$ cat src/rtl/tbv_pkg.sv
`timescale 1ns / 1ps
`default_nettype none

package tbv_pkg;

    localparam int NUM_BINS    = 8;
    localparam int BIN_W       = 3;
    localparam int SAMPLE_W    = 16;
    localparam int SPS_W       = 4;
    localparam int TOTAL_W     = 32;
    localparam int QUEUE_DEPTH = 4;
    localparam int QUEUE_AW    = 2;

    localparam logic [SPS_W-1:0] SPS_RESET = 4'd6;

    // register indexes on the configuration port
    localparam logic REG_SAMPLES_PER_SYMBOL = 1'b0;

    // open ranges, lower bin index wins where two would hit
    localparam logic [SAMPLE_W-1:0] BIN_LOW [NUM_BINS] = '{
        16'd3100, 16'd3400, 16'd3600, 16'd3800,
        16'd2600, 16'd3880, 16'd4650, 16'd4100
    };
    localparam logic [SAMPLE_W-1:0] BIN_HIGH [NUM_BINS] = '{
        16'd3400, 16'd3600, 16'd3800, 16'd3880,
        16'd3100, 16'd4100, 16'd6000, 16'd4650
    };

    // one classified sample travelling from front to back
    typedef struct packed {
        logic             hit;
        logic [BIN_W-1:0] bin;
        logic             last;
    } tbv_item_t;

    typedef struct packed {
        logic             hit;
        logic [BIN_W-1:0] bin;
    } tbv_class_t;

    function automatic tbv_class_t tbv_classify(input logic [SAMPLE_W-1:0] v);
        tbv_class_t c;
        c.hit = 1'b0;
        c.bin = '0;
        for (int b = NUM_BINS - 1; b >= 0; b--) begin
            if ((v > BIN_LOW[b]) && (v < BIN_HIGH[b])) begin
                c.hit = 1'b1;
                c.bin = BIN_W'(b);
            end
        end
        return c;
    endfunction

endpackage

`default_nettype wire

$ cat src/rtl/tbv_front.sv
`timescale 1ns / 1ps
`default_nettype none

module tbv_front (
    input  wire logic                         aclk,
    input  wire logic                         aresetn,
    input  wire logic                         s_valid,
    output logic                              s_ready,
    input  wire logic [tbv_pkg::SAMPLE_W-1:0] s_timing_sample,
    input  wire logic [tbv_pkg::SPS_W-1:0]    samples_per_symbol,
    output logic                              push_valid,
    input  wire logic                         push_ready,
    output tbv_pkg::tbv_item_t                push_item
);
    import tbv_pkg::*;

    logic [SPS_W-1:0] position_reg;
    logic [SPS_W-1:0] position_next;
    tbv_class_t       cls;
    logic             last;
    logic             accept;

    assign s_ready    = push_ready;
    assign push_valid = s_valid;
    assign accept     = s_valid && push_ready;

    // a zero length behaves like one: every sample closes the symbol
    assign last = ({1'b0, position_reg} + (SPS_W+1)'(1)) >= {1'b0, samples_per_symbol};
    assign cls  = tbv_classify(s_timing_sample);

    assign push_item.hit  = cls.hit;
    assign push_item.bin  = cls.bin;
    assign push_item.last = last;

    always_comb begin
        position_next = position_reg;
        if (accept) begin
            position_next = last ? '0 : position_reg + SPS_W'(1);
        end
    end

    always_ff @(posedge aclk) begin
        if (!aresetn) begin
            position_reg <= '0;
        end else begin
            position_reg <= position_next;
        end
    end

endmodule

`default_nettype wire

$ cat src/rtl/tbv_queue.sv
`timescale 1ns / 1ps
`default_nettype none

module tbv_queue (
    input  wire logic               aclk,
    input  wire logic               aresetn,
    input  wire logic               push_valid,
    output logic                    push_ready,
    input  wire tbv_pkg::tbv_item_t push_item,
    output logic                    pop_valid,
    input  wire logic               pop_ready,
    output tbv_pkg::tbv_item_t      pop_item
);
    import tbv_pkg::*;

    tbv_item_t           entries_reg [QUEUE_DEPTH];
    logic [QUEUE_AW-1:0] wr_ptr_reg;
    logic [QUEUE_AW-1:0] wr_ptr_next;
    logic [QUEUE_AW-1:0] rd_ptr_reg;
    logic [QUEUE_AW-1:0] rd_ptr_next;
    logic [QUEUE_AW:0]   count_reg;
    logic [QUEUE_AW:0]   count_next;
    logic                push;
    logic                pop;

    assign push_ready = (count_reg != (QUEUE_AW+1)'(QUEUE_DEPTH));
    assign pop_valid  = (count_reg != '0);
    assign pop_item   = entries_reg[rd_ptr_reg];
    assign push       = push_valid && push_ready;
    assign pop        = pop_valid && pop_ready;

    always_comb begin
        wr_ptr_next = push ? wr_ptr_reg + QUEUE_AW'(1) : wr_ptr_reg;
        rd_ptr_next = pop ? rd_ptr_reg + QUEUE_AW'(1) : rd_ptr_reg;
        count_next  = count_reg;
        if (push && !pop) begin
            count_next = count_reg + (QUEUE_AW+1)'(1);
        end else if (pop && !push) begin
            count_next = count_reg - (QUEUE_AW+1)'(1);
        end
    end

    always_ff @(posedge aclk) begin
        if (push) begin
            entries_reg[wr_ptr_reg] <= push_item;
        end
    end

    always_ff @(posedge aclk) begin
        if (!aresetn) begin
            wr_ptr_reg <= '0;
            rd_ptr_reg <= '0;
            count_reg  <= '0;
        end else begin
            wr_ptr_reg <= wr_ptr_next;
            rd_ptr_reg <= rd_ptr_next;
            count_reg  <= count_next;
        end
    end

endmodule

`default_nettype wire

$ cat src/rtl/tbv_back.sv
`timescale 1ns / 1ps
`default_nettype none

module tbv_back #(
    parameter int COUNTER_BITS = 4
) (
    input  wire logic                        aclk,
    input  wire logic                        aresetn,
    input  wire logic                        pop_valid,
    output logic                             pop_ready,
    input  wire tbv_pkg::tbv_item_t          pop_item,
    output logic                             m_valid,
    input  wire logic                        m_ready,
    output logic [tbv_pkg::BIN_W-1:0]        m_decoded_symbol,
    output logic [tbv_pkg::BIN_W-1:0]        m_expected_symbol,
    output logic                             m_symbol_match,
    output logic [tbv_pkg::TOTAL_W-1:0]      m_correct_total
);
    import tbv_pkg::*;

    localparam logic [COUNTER_BITS-1:0] COUNT_MAX = '1;

    logic [COUNTER_BITS-1:0] counts_reg  [NUM_BINS];
    logic [COUNTER_BITS-1:0] counts_next [NUM_BINS];
    logic [COUNTER_BITS-1:0] counts_upd  [NUM_BINS];

    logic [BIN_W-1:0]   symbol_counter_reg;
    logic [BIN_W-1:0]   symbol_counter_next;

    // vote stage
    logic               vote_valid_reg;
    logic               vote_valid_next;
    logic [BIN_W-1:0]   vote_decoded_reg;
    logic [BIN_W-1:0]   vote_decoded_next;
    logic [BIN_W-1:0]   vote_expected_reg;
    logic [BIN_W-1:0]   vote_expected_next;
    logic [BIN_W-1:0]   winner;
    logic [COUNTER_BITS-1:0] best;

    // result stage
    logic               m_valid_reg;
    logic               m_valid_next;
    logic [BIN_W-1:0]   m_decoded_reg;
    logic [BIN_W-1:0]   m_decoded_next;
    logic [BIN_W-1:0]   m_expected_reg;
    logic [BIN_W-1:0]   m_expected_next;
    logic               m_match_reg;
    logic               m_match_next;
    logic [TOTAL_W-1:0] correct_count_reg;
    logic [TOTAL_W-1:0] correct_count_next;

    logic               vote_take;
    logic               vote_free;
    logic               pop;
    logic               match;

    assign vote_take = !m_valid_reg || m_ready;
    assign vote_free = !vote_valid_reg || vote_take;
    // stall only a symbol-closing item while the vote stage is full
    assign pop_ready = !pop_item.last || vote_free;
    assign pop       = pop_valid && pop_ready;
    assign match     = (vote_decoded_reg == vote_expected_reg);

    always_comb begin
        for (int b = 0; b < NUM_BINS; b++) begin
            counts_upd[b] = counts_reg[b];
            if (pop_item.hit && (pop_item.bin == BIN_W'(b)) && (counts_reg[b] != COUNT_MAX)) begin
                counts_upd[b] = counts_reg[b] + COUNTER_BITS'(1);
            end
        end
    end

    // strict greater-than keeps the lowest index on ties
    always_comb begin
        winner = '0;
        best   = counts_upd[0];
        for (int b = 1; b < NUM_BINS; b++) begin
            if (counts_upd[b] > best) begin
                winner = BIN_W'(b);
                best   = counts_upd[b];
            end
        end
    end

    always_comb begin
        counts_next         = counts_reg;
        symbol_counter_next = symbol_counter_reg;
        vote_valid_next     = vote_valid_reg && !vote_take;
        vote_decoded_next   = vote_decoded_reg;
        vote_expected_next  = vote_expected_reg;
        if (pop) begin
            if (pop_item.last) begin
                for (int b = 0; b < NUM_BINS; b++) begin
                    counts_next[b] = '0;
                end
                vote_valid_next     = 1'b1;
                vote_decoded_next   = winner;
                vote_expected_next  = symbol_counter_reg;
                symbol_counter_next = symbol_counter_reg + BIN_W'(1);
            end else begin
                counts_next = counts_upd;
            end
        end
    end

    always_comb begin
        m_valid_next       = m_valid_reg && !m_ready;
        m_decoded_next     = m_decoded_reg;
        m_expected_next    = m_expected_reg;
        m_match_next       = m_match_reg;
        correct_count_next = correct_count_reg;
        if (vote_valid_reg && vote_take) begin
            m_valid_next    = 1'b1;
            m_decoded_next  = vote_decoded_reg;
            m_expected_next = vote_expected_reg;
            m_match_next    = match;
            if (match && (correct_count_reg != '1)) begin
                correct_count_next = correct_count_reg + TOTAL_W'(1);
            end
        end
    end

    always_ff @(posedge aclk) begin
        vote_decoded_reg  <= vote_decoded_next;
        vote_expected_reg <= vote_expected_next;
        m_decoded_reg     <= m_decoded_next;
        m_expected_reg    <= m_expected_next;
        m_match_reg       <= m_match_next;
    end

    always_ff @(posedge aclk) begin
        if (!aresetn) begin
            for (int b = 0; b < NUM_BINS; b++) begin
                counts_reg[b] <= '0;
            end
            symbol_counter_reg <= '0;
            vote_valid_reg     <= 1'b0;
            m_valid_reg        <= 1'b0;
            correct_count_reg  <= '0;
        end else begin
            counts_reg         <= counts_next;
            symbol_counter_reg <= symbol_counter_next;
            vote_valid_reg     <= vote_valid_next;
            m_valid_reg        <= m_valid_next;
            correct_count_reg  <= correct_count_next;
        end
    end

    assign m_valid           = m_valid_reg;
    assign m_decoded_symbol  = m_decoded_reg;
    assign m_expected_symbol = m_expected_reg;
    assign m_symbol_match    = m_match_reg;
    // the total only moves when a result loads, so it always matches the shown item
    assign m_correct_total   = correct_count_reg;

endmodule

`default_nettype wire

$ cat src/rtl/timing_bin_vote_symbol_decoder.sv
`timescale 1ns / 1ps
`default_nettype none

// Timing-bin vote symbol decoder. Each accepted item is one 16-bit timing
// sample; the front end sorts it into one of eight symbol bins by open
// ranges (a sample on a bound or outside every range counts toward no bin
// but still counts toward the symbol length) and tags the sample that
// closes a symbol. A four-entry queue hands tagged samples to the back end,
// which updates the saturating bin counters, votes at the end of each symbol
// (highest count wins, ties and an empty vote go to the lowest bin), compares
// the winner with a 3-bit symbol count and keeps a saturating 32-bit total of
// correct decodes. One result is emitted per symbol. Throughput is one sample
// per clock, sustained, as long as results are taken. A closing sample moves
// from the queue into the vote register, and its result is then loaded into
// the output register. samples_per_symbol (byte address 0, reset 6) is written
// over the APB port; the user must write it only while the block is idle, as
// the block itself does not enforce this. A value of zero behaves like one.
module timing_bin_vote_symbol_decoder #(
    parameter int COUNTER_BITS = 4
) (
    input  wire logic                         aclk,
    input  wire logic                         aresetn,
    // configuration port
    input  wire logic                         psel,
    input  wire logic                         penable,
    input  wire logic                         pwrite,
    input  wire logic [2:0]                   paddr,
    input  wire logic [31:0]                  pwdata,
    output logic [31:0]                       prdata,
    output logic                              pready,
    // sample channel
    input  wire logic                         s_valid,
    output logic                              s_ready,
    input  wire logic [tbv_pkg::SAMPLE_W-1:0] s_timing_sample,
    // result channel
    output logic                              m_valid,
    input  wire logic                         m_ready,
    output logic [tbv_pkg::BIN_W-1:0]         m_decoded_symbol,
    output logic [tbv_pkg::BIN_W-1:0]         m_expected_symbol,
    output logic                              m_symbol_match,
    output logic [tbv_pkg::TOTAL_W-1:0]       m_correct_total
);
    import tbv_pkg::*;

    logic [SPS_W-1:0] sps_reg;
    logic [SPS_W-1:0] sps_next;
    logic             reg_index;
    logic             cfg_write;

    logic             push_valid;
    logic             push_ready;
    tbv_item_t        push_item;
    logic             pop_valid;
    logic             pop_ready;
    tbv_item_t        pop_item;

    // register index is the word address
    assign reg_index = paddr[2];
    assign cfg_write = psel && penable && pwrite;
    assign pready    = 1'b1;

    always_comb begin
        sps_next = sps_reg;
        if (cfg_write && (reg_index == REG_SAMPLES_PER_SYMBOL)) begin
            sps_next = pwdata[SPS_W-1:0];
        end
    end

    always_comb begin
        prdata = '0;
        if (reg_index == REG_SAMPLES_PER_SYMBOL) begin
            prdata = {{(32-SPS_W){1'b0}}, sps_reg};
        end
    end

    always_ff @(posedge aclk) begin
        if (!aresetn) begin
            sps_reg <= SPS_RESET;
        end else begin
            sps_reg <= sps_next;
        end
    end

    // classify and tag symbol boundaries
    tbv_front u_front (
        .aclk               (aclk),
        .aresetn            (aresetn),
        .s_valid            (s_valid),
        .s_ready            (s_ready),
        .s_timing_sample    (s_timing_sample),
        .samples_per_symbol (sps_reg),
        .push_valid         (push_valid),
        .push_ready         (push_ready),
        .push_item          (push_item)
    );

    // decouple front from back so each side can stall alone
    tbv_queue u_queue (
        .aclk       (aclk),
        .aresetn    (aresetn),
        .push_valid (push_valid),
        .push_ready (push_ready),
        .push_item  (push_item),
        .pop_valid  (pop_valid),
        .pop_ready  (pop_ready),
        .pop_item   (pop_item)
    );

    // tally, vote and score
    tbv_back #(
        .COUNTER_BITS (COUNTER_BITS)
    ) u_back (
        .aclk              (aclk),
        .aresetn           (aresetn),
        .pop_valid         (pop_valid),
        .pop_ready         (pop_ready),
        .pop_item          (pop_item),
        .m_valid           (m_valid),
        .m_ready           (m_ready),
        .m_decoded_symbol  (m_decoded_symbol),
        .m_expected_symbol (m_expected_symbol),
        .m_symbol_match    (m_symbol_match),
        .m_correct_total   (m_correct_total)
    );

    // match flag must agree with the two symbols it reports
    a_match_consistent: assert property (@(posedge aclk) disable iff (!aresetn)
        m_valid |-> (m_symbol_match == (m_decoded_symbol == m_expected_symbol)))
        else $error("symbol_match disagrees with decoded and expected symbols");

    // a correct decode leaves a nonzero total
    a_total_nonzero: assert property (@(posedge aclk) disable iff (!aresetn)
        (m_valid && m_symbol_match) |-> (m_correct_total != '0))
        else $error("correct total is zero on a matching result");

    // drop any pending result on reset
    a_reset_clears: assert property (@(posedge aclk)
        !aresetn |=> !m_valid)
        else $error("result valid after reset");

endmodule

`default_nettype wire

$ cat config.mk
export PLATFORM = sky130hd
export DESIGN_NAME = timing_bin_vote_symbol_decoder
export DESIGN_NICKNAME = d
export VERILOG_FILES = /design/src/rtl/tbv_pkg.sv /design/src/rtl/tbv_front.sv /design/src/rtl/tbv_queue.sv /design/src/rtl/tbv_back.sv /design/src/rtl/timing_bin_vote_symbol_decoder.sv
export SDC_FILE = /design/constraint.sdc
export NUM_CORES = 1
export LEC_CHECK = 0
export ABC_AREA = 1
export BUFFER_PORTS_ARGS = -buffer_cell sky130_fd_sc_hd__buf_2
export CAP_MARGIN = 20
export CORE_MARGIN = 3
export CORE_UTILIZATION = 35
export DETAILED_ROUTE_END_ITERATION = 16
export GPL_TIMING_DRIVEN = 0
export PLACE_DENSITY = 0.57
export RECOVER_POWER = 25
export SLEW_MARGIN = 20
export SYNTH_ARGS = -nofsm -noshare
export SYNTH_HDL_FRONTEND = slang
export SYNTH_HIERARCHICAL = 1
export SYNTH_SLANG_ARGS = --single-unit
export TNS_END_PERCENT = 1
$ cat constraint.sdc
create_clock -name aclk -period 16.9 [get_ports aclk]
set_clock_uncertainty 0.1 [all_clocks]
set_input_delay 4.225 -clock aclk [delete_from_list [all_inputs] [get_ports aclk]]
set_output_delay 4.225 -clock aclk [all_outputs]
set_load 0.02 [all_outputs]
==> results.toml <==
[global_route]
antenna_found_initial = 0
grt_pass1_vias = 6876
grt_max_degree = 17
grt_pass1_wl_um = 31900
grt.total_usage_pct = 15.3
grt_overflow = 0

[synth]
yosys.area.top_type = "dfxtp_1"
syn_inst = 1196
async_flop_share_pct = 0
synth_top_area_share_pct = 21.1
avgSynthCellArea_um2 = 6.82
synth_ff_type = "dfxtp_1"
synth_edf_count = 33
ys_seq_elements = 119
yosysWarningCount = 6
ys_top_cells_by_area = "dfxtp_1 (21%), nand2_1 (14%), edfxtp_1 (12%)"
synth_cell_types = 45
ys_seq_area_share_pct = 33.2
syn_area_mm2 = 0.00816

[place]
dp_hpwl_um = 15000
gp_congestion = 0.825
place_inst = 1608
port_buffers = 72

[drt]
wl_met2_um = 8590
drtAntennaViolNets = 0
top_layer = "met4"
met3_length_um = 730
num_vias = 7446
drt_iter0_drc = 319
drt-met1-wl_um = 9400
routed_via_density = 4.54
wl_per_cell_um = 11.6
drt-total-wl_um = 19000
drc = 0
drtPass1Iterations = 5

[setup_path]
worstPathRequired_ps = 16950
cp-end-kind = "flip-flop"
slowest_stage = "dfxtp_1"
critPathArrivalTime_ps = 9580
critPathMostFrequentCell = "nand2_1"
ff2ff_setup_slack_ps = 7370
crit_path_start_kind = "flip-flop"
critPathMaxStageDelay_ps = 340
worstSetupPathType = "flip-flop to flip-flop"
cp_max_fo = 10

[floorplanning]
start_util_pct = 35.8
io_pins = 132
die_x_um = 159
num_rows = 55
core-area_mm2 = 0.0228
die_area_mm2 = 0.0252
die_height_um = 159

[hold_path]
hold_path_class = "flip-flop to flip-flop"

[final_layout]
layout.cells.non_filler = 1640
most-common-layout-cells = "nand2_1 (300), inv_1 (176), nor2_1 (117)"
layout-drive-gt1-share_pct = 16.1
post-route-util_pct = 42.3
nFillCells = 2407
nets = 1411
area_growth_pct = 18.0
mostFrequentLayoutCell = "nand2_1"
antenna_cells = 0

[timing]
hold_viol_final = 0
layout_min_cycle_time_ps = 9530
fin_tns_setup_ps = 0
slew_viol_final = 0
fin_crit_sh_pct = 56.4
rsz0062_at_grt = "no"
setup_viol = 0
slew_headroom_pct = 41.1
hold-worst-slack_ps = 352
worst_pin_slew_ps = 872
fmax_mhz = 105

[clock_tree]
cts_tree = "built"
path_clk_slew_ps = 60
cts_buffers = 17
holdBufCountCts = 0
clock_latency_ps = 420
cts_resized = 0
htreeDepth = 4
clk_path_buf_depth = 2
cts_sinks = 119
root_buffer = "clkbuf_16"
postCtsSetupBuffers = 0

[status]
status = "completed"

[flow_run]
cap_violations = 0
-- layer usage --
metal / vias to the layer above / global-route usage (%)
met1: 3291 / 21.4
met2: 119 / 24.5
li1: 4020 / -
met3: 16 / 2.94
met5: - / 0
met4: 0 / 3.89
-- path summary, 6_finish.rpt --
kind	start	endpoint	cells past startpoint
worst max-delay path	flip-flop	u_back/vote_decoded_reg[2]	59
worst min-delay path	u_back/symbol_counter_reg[2]	u_back/symbol_counter_reg[2]	1
worst max register to register	flip-flop	u_back/vote_decoded_reg[2]	59
worst min register to register	u_back/symbol_counter_reg[2]	u_back/symbol_counter_reg[2]	1
-- critical path, delay by kind of cell, from the launching register on --
| family | cells | cell delay, ps |
|---|---|---|
| xor gates and xnor gates | 1 | 320 |
| DFF | 1 | 340 |
| adders and majority gates | 7 | 1980 |
| and+or+nand+nor | 36 | 4000 |
| AOI/OAI and AO/OA | 9 | 1870 |
| buffers and inverters | 6 | 670 |
-- cell families (layout without fill, tap and decap cells) --
family,count (synthesis),count (layout),share of synthesized area [%]
compound gates,140,140,9.48
xor+xnor,23,23,2.47
fa+ha+maj,39,39,6.07
buf+inv,240,344,12.7
flops,119,119,33.2
mux,1,1,0.138
other cells,2,29,0.0920
simple gates,632,632,35.9
-- final cells by class --
type                       count  area (um2)  share of cell area, %
clock inverter                13         154                   1.60
buffer                        47         300                   3.12
multi-input combinational    864        4510                   46.8
timing repair buffer          72         358                   3.72
clock buffer                  19         475                   4.94
sequential                   119        2710                   28.2
tap                          313         392                   4.07
inverter                     193         724                   7.53
-- cell usage after synthesis, types with 8 or more instances --
| cell | count |
|---|---|
| xnor2_1 | 8 |
| nand4_1 | 19 |
| nand2_1 | 300 |
| nor2_1 | 116 |
| nor3_1 | 31 |
| clkbuf_1 | 13 |
| a21oi_1 | 70 |
| inv_1 | 176 |
| nand2_2 | 16 |
| nor2_2 | 14 |
| nand3_1 | 87 |
| nand3_2 | 8 |
| inv_2 | 15 |
| dfxtp_1 | 86 |
| nand2_4 | 10 |
| edfxtp_1 | 33 |
| o21ai_0 | 40 |
| xor2_1 | 15 |
| ha_1 | 38 |
| buf_4 | 33 |
-- through the flow --
stage	area (um2)	worst slack, ps
3_3_place_gp	9010	7400
6_report	9620	7370
3_5_place_dp	9010	7310
2_1_floorplan	8260	8060
4_1_cts	9640	7280
5_1_grt	9620	6290
Power is not shown: default switching activity piles up to over one toggle a cycle in this logic, so the estimate is an artifact.
